[src/hdl/eaa_pkg.sv]
package eaa_pkg;

  localparam int PixWidth   = 24;
  localparam int TableDepth = 256;
  localparam int FracBits   = 16;
  localparam int ThrWidth   = 9;

  localparam logic CMD_PIXEL = 1'b0;
  localparam logic CMD_TABLE = 1'b1;

  localparam logic [1:0] TBL_CENTER     = 2'd0;
  localparam logic [1:0] TBL_DIAGONAL   = 2'd1;
  localparam logic [1:0] TBL_HORIZONTAL = 2'd2;
  localparam logic [1:0] TBL_VERTICAL   = 2'd3;

  localparam logic REG_SAME_THRESHOLD = 1'b0;
  localparam logic REG_DIFF_THRESHOLD = 1'b1;

  typedef struct packed {
    logic        command;
    logic [23:0] upper_pixel;
    logic [23:0] middle_pixel;
    logic [23:0] lower_pixel;
    logic        row_end;
    logic [1:0]  table_select;
    logic [7:0]  table_index;
    logic [31:0] table_value;
  } in_item_t;

  typedef struct packed {
    logic [23:0] out_pixel;
    logic        smoothed;
    logic        run_last;
  } out_item_t;

  typedef struct packed {
    logic [23:0] w;
    logic [23:0] n;
    logic [23:0] s;
    logic [23:0] e;
  } cross_t;

endpackage

[src/hdl/eaa_check.sv]
module eaa_check #(
  parameter int NB = 3
) (
  input  eaa_pkg::cross_t                 win,
  input  logic [eaa_pkg::ThrWidth-1:0]    same_threshold,
  input  logic [eaa_pkg::ThrWidth-1:0]    diff_threshold,
  output logic                            hit
);

  // pairs: 0 w-n, 1 w-s, 2 w-e, 3 e-n, 4 e-s
  logic [7:0] md [5];
  logic [23:0] pa [5];
  logic [23:0] pb [5];
  logic [4:0] same_p;
  logic [4:0] ge_p;
  logic [4:0] gt_p;

  always_comb begin
    pa[0] = win.w; pb[0] = win.n;
    pa[1] = win.w; pb[1] = win.s;
    pa[2] = win.w; pb[2] = win.e;
    pa[3] = win.e; pb[3] = win.n;
    pa[4] = win.e; pb[4] = win.s;
  end

  for (genvar p = 0; p < 5; p++) begin : g_pair
    always_comb begin
      logic [7:0] x;
      logic [7:0] y;
      logic [7:0] d;
      md[p] = 8'd0;
      for (int j = 0; j < NB; j++) begin
        x = pa[p][8*j +: 8];
        y = pb[p][8*j +: 8];
        d = (x > y) ? x - y : y - x;
        if (d > md[p]) md[p] = d;
      end
      same_p[p] = {1'b0, md[p]} < same_threshold;
      ge_p[p]   = {1'b0, md[p]} >= diff_threshold;
      gt_p[p]   = {1'b0, md[p]} > diff_threshold;
    end
  end

  assign hit = (same_p[0] && ge_p[1] && gt_p[2]) ||
               (same_p[1] && ge_p[0] && gt_p[2]) ||
               (same_p[3] && ge_p[4] && gt_p[2]) ||
               (same_p[4] && ge_p[3] && gt_p[2]);

endmodule

[config.mk]
export PLATFORM = sky130hd
export DESIGN_NAME = eaa_check
export DESIGN_NICKNAME = d
export VERILOG_FILES = /design/src/hdl/eaa_pkg.sv /design/src/hdl/eaa_check.sv
export SDC_FILE = /design/constraint.sdc
export NUM_CORES = 1
export LEC_CHECK = 0
export BUFFER_PORTS_ARGS = -buffer_cell sky130_fd_sc_hd__buf_2
export CORE_MARGIN = 4
export CORE_UTILIZATION = 56
export DETAILED_ROUTE_END_ITERATION = 10
export PLACE_DENSITY_LB_ADDON = 0.2
export SLEW_MARGIN = 20
export SYNTH_ARGS = -nofsm -noshare
export SYNTH_HDL_FRONTEND = slang
export SYNTH_SLANG_ARGS = --single-unit
[constraint.sdc]
create_clock -name vclk -period 15.1
set_input_delay 1.51 -clock vclk [all_inputs]
set_output_delay 1.51 -clock vclk [all_outputs]
set_load 0.03 [all_outputs]
==> results.md <==
* DR WL/cell at 20.6 µm
* Final Cell Area at 0.0147 mm²
* Slew headroom at 0.255
* Peak VDD IR at 0.0678 mV
* Gpl congestion at 1.02
* Via-per-instance ratio at 6.29
* Area Growth Syn to Fin at 5.86%
* Max FO, Critical Path at 17
* Pre-antenna DRT Iters at 7
* CP endpoint kind: output port
* Area after DPL at 0.0146 mm²
* Warnings, synthesis at 0
* Core Area at 0.0243 mm²
* DR DRC count at 0
* CP max stage cell: o31ai_2
* Reg power frac at 0
* Pint at 0.000763 W
* Synth unique cells at 79
* Maxcap violations at 0
* Nets at 2395
* Starting DRT DRC Count at 990
* Hold WC Path Type: primary input to output port
* RSZ-0062 raised after global routing: false
* Syn Nets at 2323
* Vias in the first global route at 13200
* PortBufs at 115
* Initial core utilization at 0.569
* Post-synth design cell area at 0.0138 mm²
* First-pass GRT wire length at 69.1 mm
* All-layer global routing usage at 0.319
* Overall routed net length at 45.4 mm
* Die Span X at 165 µm
* Max Transition Viols Final at 0
* Final hold viol count at 0
* Worst Setup Path Type: primary input to output port
* Final setup margin at 4120 ps
* Post-CTS Setup Inserts at 0
* Seq. cell area at 0 µm²
* Synthesized instance count at 1806
* Post-CTS Resized at 0
* Cell family with most CP delay: compound AO/OA/AOI/OAI gates
* Syn Area/Cell at 7.67 µm²
* Pin count of the biggest net entering global routing at 23
* Critical path arrival at 9470 ps
* Tightest Pin Transition at 1110 ps
* Number of clock buffers in the layout at 0
* Setup slack at placement at 4040 ps
* Die Y at 165 µm
* P_leak at 7.77 nW
* Layout cell share with drive strength beyond 1 at 0.0922
* Startpoint Class: primary input
* Die area at 0.0273 mm²
* Net Sw Frac at 0.589
* Post-DP HPWL at 39.8 mm
* DRT antenna net count at 0
* Clk pwr share at 0
* Net Sw Power at 0.00109 W
* Hold slack at 3630 ps
* Pwr Density at 127 mW/mm²
* Seq Cell Count at 0
* Tcrit/Tclk final at 0.727
* GRT Residual Overflow at 0
* Tmin final at 10980 ps
* I/O Pins at 115
* Comb power frac at 1.000
* Vias at 13900
* Most common cell after layout, fill and taps aside: ha_1
* Initial antenna violation count at 4
* Critical path buffers and inverters at 4
* Seq/Total Area, Yosys at 0
* Hold Buf Count CTS at 0
* Most frequent cells in the layout: ha_1, inv_1, a21oi_1
* Final setup TNS at 0 ps
* CP peak stage delay at 830 ps
* Status: completed
* Placement Rows at 57
* Fmax at 0.0910 GHz
* Count of final setup violators at 0
* CP required at 13590 ps
## logic make-up (layout without fill, tap and decap cells)
group | Yosys count | in the layout | share of synthesized area
adder cells (fa/ha/maj) | 403 | 403 | 0.380
XOR/XNOR | 87 | 87 | 0.0550
other | 0 | 3 | 0
multiplexers | 126 | 126 | 0.0934
AO/OA/AOI/OAI | 522 | 522 | 0.247
AND/OR/NAND/NOR | 396 | 396 | 0.147
buffers and inverters | 272 | 342 | 0.0772
## metal layers
| layer | vias to the layer above | track usage | routed length [µm] |
|---|---|---|---|
| met5 | - | 0 | 27 |
| met4 | 4 | 0.159 | 2900 |
| met3 | 150 | 0.0208 | 3020 |
| met2 | 572 | 0.568 | 21200 |
| met1 | 6430 | 0.386 | 18200 |
| li1 | 6695 | - | - |
## final timing paths
check                         start   to  slack (ps)  depth (start not counted)
setup / recovery             win[0]  hit        4120                         34
hold / removal    diff_threshold[8]  hit        3630                          5
## worst min-delay path: stages
cell and delay, ps:
buf_2 130, inv_1 80, o2111ai_1 90, a31oi_1 120, buf_2 180
## synth_stat cells (5+ instances only)
cell type | count | area, µm²
a2111oi_0 | 5 | 43.8
a211o_1 | 9 | 78.8
a211oi_1 | 26 | 195
a21boi_0 | 8 | 60.1
a21o_1 | 58 | 435
a21oi_1 | 161 | 806
a221oi_1 | 12 | 105
a311oi_1 | 8 | 70.1
a31oi_1 | 14 | 87.6
and2_1 | 14 | 87.6
and3_1 | 17 | 106
and4_1 | 8 | 70.1
buf_1 | 5 | 18.8
buf_2 | 5 | 25.0
clkbuf_1 | 33 | 124
fa_1 | 30 | 601
ha_1 | 373 | 4670
inv_1 | 222 | 833
mux2_2 | 26 | 293
mux2i_1 | 100 | 1000
nand2_1 | 111 | 417
nand2b_1 | 10 | 62.6
nand3_1 | 35 | 175
nand3b_1 | 12 | 90.1
nand4_1 | 41 | 257
nand4b_1 | 5 | 43.8
nor2_1 | 75 | 282
nor2b_1 | 27 | 169
nor3_1 | 16 | 80.1
o211a_1 | 5 | 50.1
o211ai_1 | 11 | 82.6
o21a_1 | 18 | 135
o21ai_0 | 92 | 460
o21ai_2 | 5 | 43.8
o21bai_1 | 18 | 135
o22a_1 | 5 | 43.8
o22ai_1 | 8 | 50.1
o31ai_1 | 7 | 52.6
or3_1 | 8 | 50.1
xnor2_1 | 54 | 473
xor2_1 | 33 | 289
## power groups by stage
| stage | registers [W] | clock network (W) | logic [W] |
|---|---|---|---|
| 2_1_floorplan | 0 | 0 | 0.00136 |
| 3_3_place_gp | 0 | 0 | 0.00175 |
| 3_5_place_dp | 0 | 0 | 0.00181 |
| 4_1_cts | 0 | 0 | 0.00183 |
| 5_1_grt | 0 | 0.0000000000177 | 0.00208 |
| 6_report | 0 | 0.0000000000266 | 0.00186 |
## layout make-up
| cell class | count | area (µm²) |
|---|---|---|
| multi-input cells | 1534 | 12800 |
| diodes | 3 | 7.51 |
| inverters | 222 | 833 |
| fillers | 2303 | 9660 |
| repair buffers | 120 | 613 |
| well taps | 324 | 405 |
## stage by stage
step | utilization | power (W) | std cells
floorplan | - | 0.00136 | 1806
global placement | 0.602 | 0.00175 | 2200
detailed placement | 0.602 | 0.00181 | 2200
CTS | 0.602 | 0.00183 | 2200
global route | 0.603 | 0.00208 | 2202
finish | 0.603 | 0.00186 | 2203
Power figures use the tool's default switching activity.
